`src/rtl/core/assert_macros.svh`:
```
// Assertion macros shared by the confusion matrix blocks.
`ifndef ASSERT_MACROS_SVH
`define ASSERT_MACROS_SVH

// Check a property on every rising edge outside reset.
`define CMA_ASSERT(label, clk, rst_n, prop) \
	label: assert property (@(posedge clk) disable iff (!rst_n) prop) \
		else $error("property violated");

// Check that a condition never holds on a rising edge outside reset.
`define CMA_NEVER(label, clk, rst_n, expr) \
	label: assert property (@(posedge clk) disable iff (!rst_n) !(expr)) \
		else $error("forbidden condition seen");

`endif

```
`src/rtl/core/cma_pkg.sv`:
```
// Types and constants shared by the confusion matrix accumulator.
package cma_pkg;

	localparam int CLASSES_DEF    = 8;
	localparam int COUNT_BITS_DEF = 32;
	localparam int QDEPTH         = 2;
	localparam logic [3:0] CLASS_COUNT_RESET = 4'd8;

	typedef enum logic [1:0] {
		ACT_SCORE = 2'd0,
		ACT_READ  = 2'd1,
		ACT_CLEAR = 2'd2
	} action_t;

	typedef enum logic [1:0] {
		KIND_COUNTED = 2'd0,
		KIND_DROPPED = 2'd1,
		KIND_READ    = 2'd2
	} kind_t;

	typedef enum logic [1:0] {
		OP_COUNT = 2'd0,
		OP_DROP  = 2'd1,
		OP_READ  = 2'd2,
		OP_CLEAR = 2'd3
	} op_t;

	typedef struct packed {
		op_t        op;
		logic [2:0] pred;
		logic       in_range;
	} cmd_t;

	typedef enum logic {
		BK_IDLE = 1'b0,
		BK_EXEC = 1'b1
	} back_state_t;

endpackage

```
`src/rtl/core/confusion_matrix_accumulator_top.sv`:
```
// Top level of the confusion matrix accumulator.
//
// Score elements stream in one per transaction, class_count of them per sample
// (class_count is clamped to 2..CLASSES). A running argmax, where the first
// index wins ties, is kept by the front end; the row's last element carries the
// true label and turns into a count command for cell [true_label][predicted].
// A label at or above the class count produces a "dropped" result with count
// zero and leaves the table alone. Read transactions return one cell; clear
// transactions zero the table without a result and without disturbing a row in
// progress. Counts saturate at 2^COUNT_BITS-1; the count port carries the low
// 32 bits. Rate: the input is taken in every cycle while the two-entry command
// queue has room. Every count, drop or read passes through the table engine as
// a registered memory read, then update and write-back into the result
// register; the engine's single memory port lets it take the next table
// command only once the current one has finished. Reset and clear act at once
// through per-cell valid bits, so there is no clearing pass. The configuration
// port is always ready; write class_count only while the block is idle.
module confusion_matrix_accumulator_top #(
	parameter int CLASSES    = cma_pkg::CLASSES_DEF,
	parameter int COUNT_BITS = cma_pkg::COUNT_BITS_DEF
) (
	input  logic               clk,
	input  logic               arst_n,
	// configuration write channel
	input  logic               cfg_valid,
	output logic               cfg_ready,
	input  logic [3:0]         cfg_data,
	// input transactions
	input  logic               in_valid,
	output logic               in_stall,
	input  logic [1:0]         action,
	input  logic signed [15:0] score,
	input  logic [2:0]         true_label,
	input  logic [2:0]         read_true,
	input  logic [2:0]         read_pred,
	// result transactions
	output logic               out_valid,
	input  logic               out_stall,
	output logic [1:0]         kind,
	output logic [2:0]         predicted_class,
	output logic [31:0]        count
);

	localparam int AW = $clog2(CLASSES * CLASSES);

	logic          q_full;
	logic          push;
	cma_pkg::cmd_t push_cmd;
	logic [AW-1:0] push_addr;
	logic          pop;
	logic          head_valid;
	cma_pkg::cmd_t head_cmd;
	logic [AW-1:0] head_addr;

	// The class count register takes every write.
	assign cfg_ready = 1'b1;

	// Classify transactions and track the argmax of the row in progress.
	cma_front #(
		.CLASSES (CLASSES),
		.AW      (AW)
	) u_front (
		.clk        (clk),
		.arst_n     (arst_n),
		.cfg_valid  (cfg_valid),
		.cfg_data   (cfg_data),
		.in_valid   (in_valid),
		.in_stall   (in_stall),
		.action     (action),
		.score      (score),
		.true_label (true_label),
		.read_true  (read_true),
		.read_pred  (read_pred),
		.q_full     (q_full),
		.push       (push),
		.push_cmd   (push_cmd),
		.push_addr  (push_addr)
	);

	// Decouple the front end from the table engine.
	cma_queue #(
		.AW (AW)
	) u_queue (
		.clk        (clk),
		.arst_n     (arst_n),
		.push       (push),
		.push_cmd   (push_cmd),
		.push_addr  (push_addr),
		.full       (q_full),
		.pop        (pop),
		.head_valid (head_valid),
		.head_cmd   (head_cmd),
		.head_addr  (head_addr)
	);

	// Execute table commands and hold the result until it is taken.
	cma_back #(
		.CLASSES    (CLASSES),
		.COUNT_BITS (COUNT_BITS),
		.AW         (AW)
	) u_back (
		.clk             (clk),
		.arst_n          (arst_n),
		.head_valid      (head_valid),
		.head_cmd        (head_cmd),
		.head_addr       (head_addr),
		.pop             (pop),
		.out_valid       (out_valid),
		.out_stall       (out_stall),
		.kind            (kind),
		.predicted_class (predicted_class),
		.count           (count)
	);

endmodule

```
`src/rtl/core/cma_front.sv`:
```
// Front end: class count register, running argmax and command classification.
module cma_front #(
	parameter int CLASSES = cma_pkg::CLASSES_DEF,
	parameter int AW      = $clog2(CLASSES * CLASSES)
) (
	input  logic                clk,
	input  logic                arst_n,
	input  logic                cfg_valid,
	input  logic [3:0]          cfg_data,
	input  logic                in_valid,
	output logic                in_stall,
	input  logic [1:0]          action,
	input  logic signed [15:0]  score,
	input  logic [2:0]          true_label,
	input  logic [2:0]          read_true,
	input  logic [2:0]          read_pred,
	input  logic                q_full,
	output logic                push,
	output cma_pkg::cmd_t       push_cmd,
	output logic [AW-1:0]       push_addr
);

	localparam int PW   = (CLASSES > 1) ? $clog2(CLASSES) : 1;
	localparam int NW   = $clog2(CLASSES + 1);
	localparam int CMPW = NW + 4;

	logic [3:0]         class_count_q;
	logic signed [15:0] best_score_q;
	logic [PW-1:0]      best_class_q;
	logic [PW-1:0]      pos_q;

	logic               accept;
	logic [CMPW-1:0]    cc;
	logic [CMPW-1:0]    ncls;
	logic               take_new;
	logic signed [15:0] best_score_n;
	logic [PW-1:0]      best_class_n;
	logic               last;
	logic               label_bad;
	logic [CMPW-1:0]    pred_w;
	logic [AW-1:0]      cnt_addr;
	logic [AW-1:0]      rd_addr;
	logic               rd_in_range;

	assign accept   = in_valid && !q_full;
	assign in_stall = q_full;

	always_comb begin
		cc = CMPW'(class_count_q);
		if (cc < CMPW'(2)) begin
			ncls = CMPW'(2);
		end else if (cc > CMPW'(CLASSES)) begin
			ncls = CMPW'(CLASSES);
		end else begin
			ncls = cc;
		end
	end

	// First element of a row always loads; later ones only on strictly greater.
	assign take_new     = (pos_q == '0) || (score > best_score_q);
	assign best_score_n = take_new ? score : best_score_q;
	assign best_class_n = take_new ? pos_q : best_class_q;
	assign last         = (CMPW'(pos_q) + CMPW'(1)) >= ncls;
	assign label_bad    = CMPW'(true_label) >= ncls;
	assign pred_w       = CMPW'(best_class_n);

	assign cnt_addr    = AW'(AW'(true_label) * AW'(CLASSES)) + AW'(best_class_n);
	assign rd_addr     = AW'(AW'(read_true) * AW'(CLASSES)) + AW'(read_pred);
	assign rd_in_range = (CMPW'(read_true) < CMPW'(CLASSES))
	                  && (CMPW'(read_pred) < CMPW'(CLASSES));

	always_comb begin
		push      = 1'b0;
		push_cmd  = '{op: cma_pkg::OP_READ, pred: 3'd0, in_range: 1'b0};
		push_addr = cnt_addr;
		unique case (action)
			cma_pkg::ACT_SCORE: begin
				push          = accept && last;
				push_cmd.op   = label_bad ? cma_pkg::OP_DROP : cma_pkg::OP_COUNT;
				push_cmd.pred = pred_w[2:0];
				push_cmd.in_range = 1'b1;
			end
			cma_pkg::ACT_READ: begin
				push              = accept;
				push_cmd.op       = cma_pkg::OP_READ;
				push_cmd.in_range = rd_in_range;
				push_addr         = rd_addr;
			end
			cma_pkg::ACT_CLEAR: begin
				push        = accept;
				push_cmd.op = cma_pkg::OP_CLEAR;
			end
			default: begin
				push = 1'b0;
			end
		endcase
	end

	always_ff @(posedge clk or negedge arst_n) begin
		if (!arst_n) begin
			class_count_q <= cma_pkg::CLASS_COUNT_RESET;
			best_score_q  <= '0;
			best_class_q  <= '0;
			pos_q         <= '0;
		end else begin
			if (cfg_valid) begin
				class_count_q <= cfg_data;
			end
			if (accept && action == cma_pkg::ACT_SCORE) begin
				best_score_q <= best_score_n;
				best_class_q <= best_class_n;
				pos_q        <= last ? '0 : pos_q + PW'(1);
			end
		end
	end

endmodule

```
`src/rtl/core/cma_queue.sv`:
```
// Short command queue between the front end and the table engine.
`include "assert_macros.svh"

module cma_queue #(
	parameter int AW = 6
) (
	input  logic          clk,
	input  logic          arst_n,
	input  logic          push,
	input  cma_pkg::cmd_t push_cmd,
	input  logic [AW-1:0] push_addr,
	output logic          full,
	input  logic          pop,
	output logic          head_valid,
	output cma_pkg::cmd_t head_cmd,
	output logic [AW-1:0] head_addr
);

	localparam int QPW = (cma_pkg::QDEPTH > 1) ? $clog2(cma_pkg::QDEPTH) : 1;

	cma_pkg::cmd_t  cmd_mem_q  [cma_pkg::QDEPTH];
	logic [AW-1:0]  addr_mem_q [cma_pkg::QDEPTH];
	logic [QPW-1:0] wr_ptr_q;
	logic [QPW-1:0] rd_ptr_q;
	logic [QPW:0]   fill_q;
	logic           empty;

	assign full       = fill_q == (QPW + 1)'(cma_pkg::QDEPTH);
	assign empty      = fill_q == '0;
	assign head_valid = !empty;
	assign head_cmd   = cmd_mem_q[rd_ptr_q];
	assign head_addr  = addr_mem_q[rd_ptr_q];

	always_ff @(posedge clk) begin
		if (push) begin
			cmd_mem_q[wr_ptr_q]  <= push_cmd;
			addr_mem_q[wr_ptr_q] <= push_addr;
		end
	end

	always_ff @(posedge clk or negedge arst_n) begin
		if (!arst_n) begin
			wr_ptr_q <= '0;
			rd_ptr_q <= '0;
			fill_q   <= '0;
		end else begin
			if (push) begin
				wr_ptr_q <= (wr_ptr_q == QPW'(cma_pkg::QDEPTH - 1)) ? '0 : wr_ptr_q + QPW'(1);
			end
			if (pop) begin
				rd_ptr_q <= (rd_ptr_q == QPW'(cma_pkg::QDEPTH - 1)) ? '0 : rd_ptr_q + QPW'(1);
			end
			if (push && !pop) begin
				fill_q <= fill_q + (QPW + 1)'(1);
			end else if (pop && !push) begin
				fill_q <= fill_q - (QPW + 1)'(1);
			end
		end
	end

	`CMA_NEVER(a_no_overflow, clk, arst_n, push && full)
	`CMA_NEVER(a_no_underflow, clk, arst_n, pop && empty)

endmodule

```
`src/rtl/core/cma_back.sv`:
```
// Table engine: count memory with valid bits, read-modify-write and result register.
`include "assert_macros.svh"

module cma_back #(
	parameter int CLASSES    = cma_pkg::CLASSES_DEF,
	parameter int COUNT_BITS = cma_pkg::COUNT_BITS_DEF,
	parameter int AW         = $clog2(CLASSES * CLASSES)
) (
	input  logic          clk,
	input  logic          arst_n,
	input  logic          head_valid,
	input  cma_pkg::cmd_t head_cmd,
	input  logic [AW-1:0] head_addr,
	output logic          pop,
	output logic          out_valid,
	input  logic          out_stall,
	output logic [1:0]    kind,
	output logic [2:0]    predicted_class,
	output logic [31:0]   count
);

	localparam int CELLS = CLASSES * CLASSES;
	localparam int XW    = COUNT_BITS + 32;
	localparam logic [COUNT_BITS-1:0] COUNT_MAX = {COUNT_BITS{1'b1}};

	cma_pkg::back_state_t  state_q, state_n;
	cma_pkg::cmd_t         cmd_q;
	logic [AW-1:0]         addr_q;
	logic [COUNT_BITS-1:0] mem [CELLS];
	logic [COUNT_BITS-1:0] rdata_q;
	logic                  rvalid_q;
	logic [CELLS-1:0]      valid_q;

	logic                  out_valid_q;
	cma_pkg::kind_t        kind_q;
	logic [2:0]            pred_q;
	logic [31:0]           count_q;

	logic                  out_free;
	logic                  clr;
	logic                  launch;
	logic                  finish;
	logic                  mem_we;
	logic [COUNT_BITS-1:0] cur;
	logic [COUNT_BITS-1:0] inc;
	logic [COUNT_BITS-1:0] cnt_n;
	logic [XW-1:0]         cnt_x;
	cma_pkg::kind_t        kind_n;
	logic [2:0]            pred_n;

	assign out_free = !out_valid_q || !out_stall;

	always_comb begin
		state_n = state_q;
		unique case (state_q)
			cma_pkg::BK_IDLE: begin
				if (head_valid && head_cmd.op != cma_pkg::OP_CLEAR) begin
					state_n = cma_pkg::BK_EXEC;
				end
			end
			cma_pkg::BK_EXEC: begin
				if (out_free) begin
					state_n = cma_pkg::BK_IDLE;
				end
			end
			default: begin
				state_n = cma_pkg::BK_IDLE;
			end
		endcase
	end

	always_comb begin
		pop    = (state_q == cma_pkg::BK_IDLE) && head_valid;
		clr    = pop && head_cmd.op == cma_pkg::OP_CLEAR;
		launch = pop && !clr;
		finish = (state_q == cma_pkg::BK_EXEC) && out_free;
		mem_we = finish && cmd_q.op == cma_pkg::OP_COUNT;
	end

	// Unwritten cells read as zero; saturate at all ones.
	assign cur = rvalid_q ? rdata_q : '0;
	assign inc = (cur == COUNT_MAX) ? cur : cur + COUNT_BITS'(1);

	always_comb begin
		kind_n = cma_pkg::KIND_READ;
		pred_n = 3'd0;
		cnt_n  = '0;
		case (cmd_q.op)
			cma_pkg::OP_COUNT: begin
				kind_n = cma_pkg::KIND_COUNTED;
				pred_n = cmd_q.pred;
				cnt_n  = inc;
			end
			cma_pkg::OP_DROP: begin
				kind_n = cma_pkg::KIND_DROPPED;
				pred_n = cmd_q.pred;
			end
			default: begin
				kind_n = cma_pkg::KIND_READ;
				cnt_n  = cmd_q.in_range ? cur : '0;
			end
		endcase
	end

	assign cnt_x = XW'(cnt_n);

	always_ff @(posedge clk) begin
		if (mem_we) begin
			mem[addr_q] <= inc;
		end
		if (launch) begin
			rdata_q  <= mem[head_addr];
			rvalid_q <= valid_q[head_addr];
			cmd_q    <= head_cmd;
			addr_q   <= head_addr;
		end
		if (finish) begin
			kind_q  <= kind_n;
			pred_q  <= pred_n;
			count_q <= cnt_x[31:0];
		end
	end

	always_ff @(posedge clk or negedge arst_n) begin
		if (!arst_n) begin
			state_q     <= cma_pkg::BK_IDLE;
			valid_q     <= '0;
			out_valid_q <= 1'b0;
		end else begin
			state_q <= state_n;
			if (clr) begin
				valid_q <= '0;
			end else if (mem_we) begin
				valid_q[addr_q] <= 1'b1;
			end
			if (finish) begin
				out_valid_q <= 1'b1;
			end else if (!out_stall) begin
				out_valid_q <= 1'b0;
			end
		end
	end

	assign out_valid       = out_valid_q;
	assign kind            = kind_q;
	assign predicted_class = pred_q;
	assign count           = count_q;

	`CMA_ASSERT(a_exec_delivers, clk, arst_n, (state_q == cma_pkg::BK_EXEC && out_free) |=> out_valid_q)
	`CMA_NEVER(a_no_write_on_clear, clk, arst_n, mem_we && clr)
	`CMA_ASSERT(a_count_nonzero, clk, arst_n, mem_we |-> (inc != '0))

endmodule
```
`config.mk`:
```
export PLATFORM = sky130hd
export DESIGN_NAME = confusion_matrix_accumulator_top
export DESIGN_NICKNAME = d
export VERILOG_FILES = /design/src/rtl/core/cma_pkg.sv /design/src/rtl/core/confusion_matrix_accumulator_top.sv /design/src/rtl/core/cma_front.sv /design/src/rtl/core/cma_queue.sv /design/src/rtl/core/cma_back.sv
export VERILOG_INCLUDE_DIRS = /design/src /design/src/rtl/core
export SDC_FILE = /design/constraint.sdc
export NUM_CORES = 2
export LEC_CHECK = 0
export BUFFER_PORTS_ARGS = -buffer_cell sky130_fd_sc_hd__buf_2
export CORE_ASPECT_RATIO = 1.5
export CORE_UTILIZATION = 42
export DETAILED_ROUTE_END_ITERATION = 12
export PLACE_DENSITY = 0.59
export SETUP_SLACK_MARGIN = 0.02
export SLEW_MARGIN = 20
export SYNTH_ARGS = -nofsm -noshare
export SYNTH_HDL_FRONTEND = slang
export SYNTH_SLANG_ARGS = --single-unit
```
`constraint.sdc`:
```
create_clock -name clk -period 5.6 [get_ports clk]
set_input_delay 1.12 -clock clk [delete_from_list [all_inputs] [get_ports clk]]
set_output_delay 1.12 -clock clk [all_outputs]
set_load 0.01 [all_outputs]
```
==> summary.md <==
| Metric | Value |
|---|---|
| Tcrit/Tclk final | between 70% and 80% |
| Die area | 208,000 µm² |
| Worst setup SP type | flop |
| Most area-consuming cells after synthesis | edfxtp_1 (75%), mux4_2 (14%), dfrtp_1 (2.7%) |
| Core region area | ~200,000 µm² |
| Worst hold slack | 292 ps |
| Least-Margin Pin Slew | roughly 1200 ps |
| Clk sinks | 2,250 |
| Reg2Reg Capture Point | u_back.mem[6][21] |
| Fin crit period | between 4000 and 5000 ps |
| Ys Warns | 0 |
| Total gr overflow | 0 |
| Synth Instances | around 4,000 |
| Dpl cells | between 6,000 and 7,000 |
| Clk_skew | approximately 50 ps |
| Post-synthesis net count | roughly 4,000 |
| Post-synth ARST share | 4.27% |
| Max-slew violations | 0 |
| Total power | 46.4 mW |
| I/O pins | 76 |
| Total Nets Final | ~4,300 |
| Max VDD drop | approximately 0.36 mV |
| P_sw | ~14 mW |
| Synth cell count leaders | edfxtp_1 (2,154), mux4_2 (528), a22oi_1 (205) |
| Post-synthesis area per instance | between 20 and 25 µm² |
| CTS tree | yes |
| All-Layer GR Usage | between 20% and 30% |
| Vias in the first global route | around 43,000 |
| Synth unique cells | 77 |
| Yosys top cell area share | approximately 75% |
| Cts repair resizes | 0 |
| Register area share after synthesis | slightly below 80% |
| Via density | 5.98 |
| Reg2reg setup slack | about 1300 ps |
| Non-Filler Instances | between 7,000 and 8,000 |
| Clock insertion delay at the later pin of the skew report | approximately 870 ps |
| Maximum buffer depth of the clock tree | 4 |
| Hold crit path type | in2async |
| Worst Setup Path Type | reg2reg |
| Setup Viol. Count Final | 0 |
| Fill count | 16,500 |
| Final instance area | approximately 100,000 µm² |
| Layout cells sized above 1 | approximately 28% |
| ANT nets after route | 0 |
| Pwr Density | between 400 and 500 nW/µm² |
| Vias post-DR | 42,100 |
| Clock share of power | slightly below 30% |
| Die height | 558 µm |
| Row cnt | slightly above 200 |
| Max Clock Freq | approximately 230 MHz |
| Int Pwr | approximately 33 mW |
| Sequential Power Share | between 40 and 50% |
| Hold buffers post-CTS | 0 |
| Largest net degree at the start of global routing | 81 |
| Max_cap viols | 0 |
| Synth Register Bits | around 2,300 |
| CP Capture Type | flop |
| Initial drt markers | around 4,400 |
| Worst Path Required | about 6200 ps |
| Post-Route WL | between 200,000 and 250,000 µm |
| HPWL after detailed placement | between 100,000 and 150,000 µm |
| Placed cell area | roughly 92,000 µm² |
| Sw Ratio | between 20% and 30% |
| Layout area overhead | 13.8% |
| First-pass GRT wire length | around 320,000 µm |
| Root Driver | clkbuf_16 |
| Primary FF master, synth | edfxtp_1 |
| Mapped Area | roughly 87,000 µm² |
| FF-to-FF path depth | 9 |
| Placer Congestion | approximately 0.83 |
| H-tree depth | 4 |
| Initial antenna violation count | 5 |
| DRC Markers | 0 |
| Combinational Power Share | between 20 and 25% |
| Post-synth top area cell | edfxtp_1 |
| Status | finished, final reports clean |
| RSZ-0062 raised after global routing | no |
| Die width | around 370 µm |
| I/O Buffers | between 70 and 80 |
| Setup TNS | 0 ps |
| Final hold violations | 0 |
| Num CTS Buffers | 198 |
| Data arrival time of the worst path | 4880 ps |
| FF-to-FF Start | u_back.rvalid_q |
| Critical Path Fanout Max | 39 |
| Most common cell in the netlist | edfxtp_1 |
| Initial Util | about 42% |
| Slew headroom | 21.9% |
| Setup bufs post-CTS | 0 |
| WL per Instance | 32.4 µm |
| Post-synth EDFFs | 2,154 |
| Clk slew on worst S/H paths | 70 ps |
| LEAKAGE | 31.1 nW |
| Drt first pass iters | 7 |
## cell type report
type	instances	area (µm²)	area share, %
antenna	2	5.00	0.00508
timing repair buffer	261	2280	2.32
multi-input combinational	1465	19300	19.6
sequential	2250	67100	68.1
tap	2665	3330	3.39
inverter	40	174	0.177
clock inverter	91	890	0.903
clock buffer	262	5400	5.48
## cells in the final DEF (no fill, tap or decap), types with 71 or more instances in the layout
cell type | netlist | final
a22oi_1 | 205 | 205
buf_2 | 54 | 73
buf_4 | 15 | 147
clkbuf_16 | 0 | 201
dfrtp_1 | 95 | 95
edfxtp_1 | 2154 | 2154
mux4_2 | 528 | 528
nand2_1 | 71 | 71
nor2_4 | 0 | 80
o21a_1 | 71 | 71
## layer usage
metal	track usage, %	up-vias	routed length, µm
met5	0	-	0
met3	3.06	361	13400
li1	-	17300	-
met2	38.8	1512	121000
met4	6.70	0	7040
met1	28.0	23000	86700
## sequential cells by signal, indices dropped and copies added (netlist names), 12 cells and up
register,flops
u_back.count,32
u_queue.cmd_mem_q,12
u_back.mem,2048
u_queue.addr_mem_q,12
u_front.best_score_q,16
u_back.rdata_q,32
u_back.valid_q,64
## worst max-delay path by stage
stage / from / slack [ps] / depth (start not counted) / end
CTS: u_back.rvalid_q / 1270 / 8 / u_back.mem[39][4]
finish: u_back.rvalid_q / 1290 / 9 / u_back.mem[6][21]
floorplan: u_back.rvalid_q / 450 / 12 / u_back.mem[0][29]
detailed placement: out_stall / 980 / 8 / u_back.mem[61][6]
global placement: out_stall / 1030 / 8 / u_back.mem[61][6]
global route: u_back.rvalid_q / 1010 / 10 / u_back.mem[49][26]
## worst max-delay path: stages, from the launching register on
cell      delay (ps)
edfxtp_1         610
buf_4            420
nand2_1          260
or2_2            400
nor4_4           620
a211oi_4         250
nand4_1          200
xnor2_1          130
and2_2           560
buf_4            520
## logic make-up (layout without fill, tap and decap cells)
kind of cell	Yosys count	after routing	share of synthesized area [%]
adder cells (fa/ha/maj)	32	32	0.463
AO/OA/AOI/OAI	447	447	3.85
AND/OR/NAND/NOR	389	389	2.38
multiplexers	559	559	14.2
buffers and inverters	240	654	1.21
other	1	3	0.00434
flip-flops	2250	2250	77.6
XOR/XNOR	37	37	0.375
## through the flow
stage          util (%)  worst slack (ps)
2_1_floorplan         -               453
3_3_place_gp       45.1              1030
3_5_place_dp       45.1               977
4_1_cts            48.2              1270
5_1_grt            48.2              1010
6_report           48.2              1290
## power groups by stage
stage / Clock (mW) / Combinational, mW / Sequential, mW
2_1_floorplan: 0 / 6.76 / 21.9
3_3_place_gp: 0 / 11.3 / 22.0
3_5_place_dp: 0 / 11.5 / 22.0
4_1_cts: 13.7 / 11.5 / 21.6
5_1_grt: 14.3 / 12.0 / 21.6
6_report: 13.5 / 11.3 / 21.6
(Power assumes the default switching activity.)
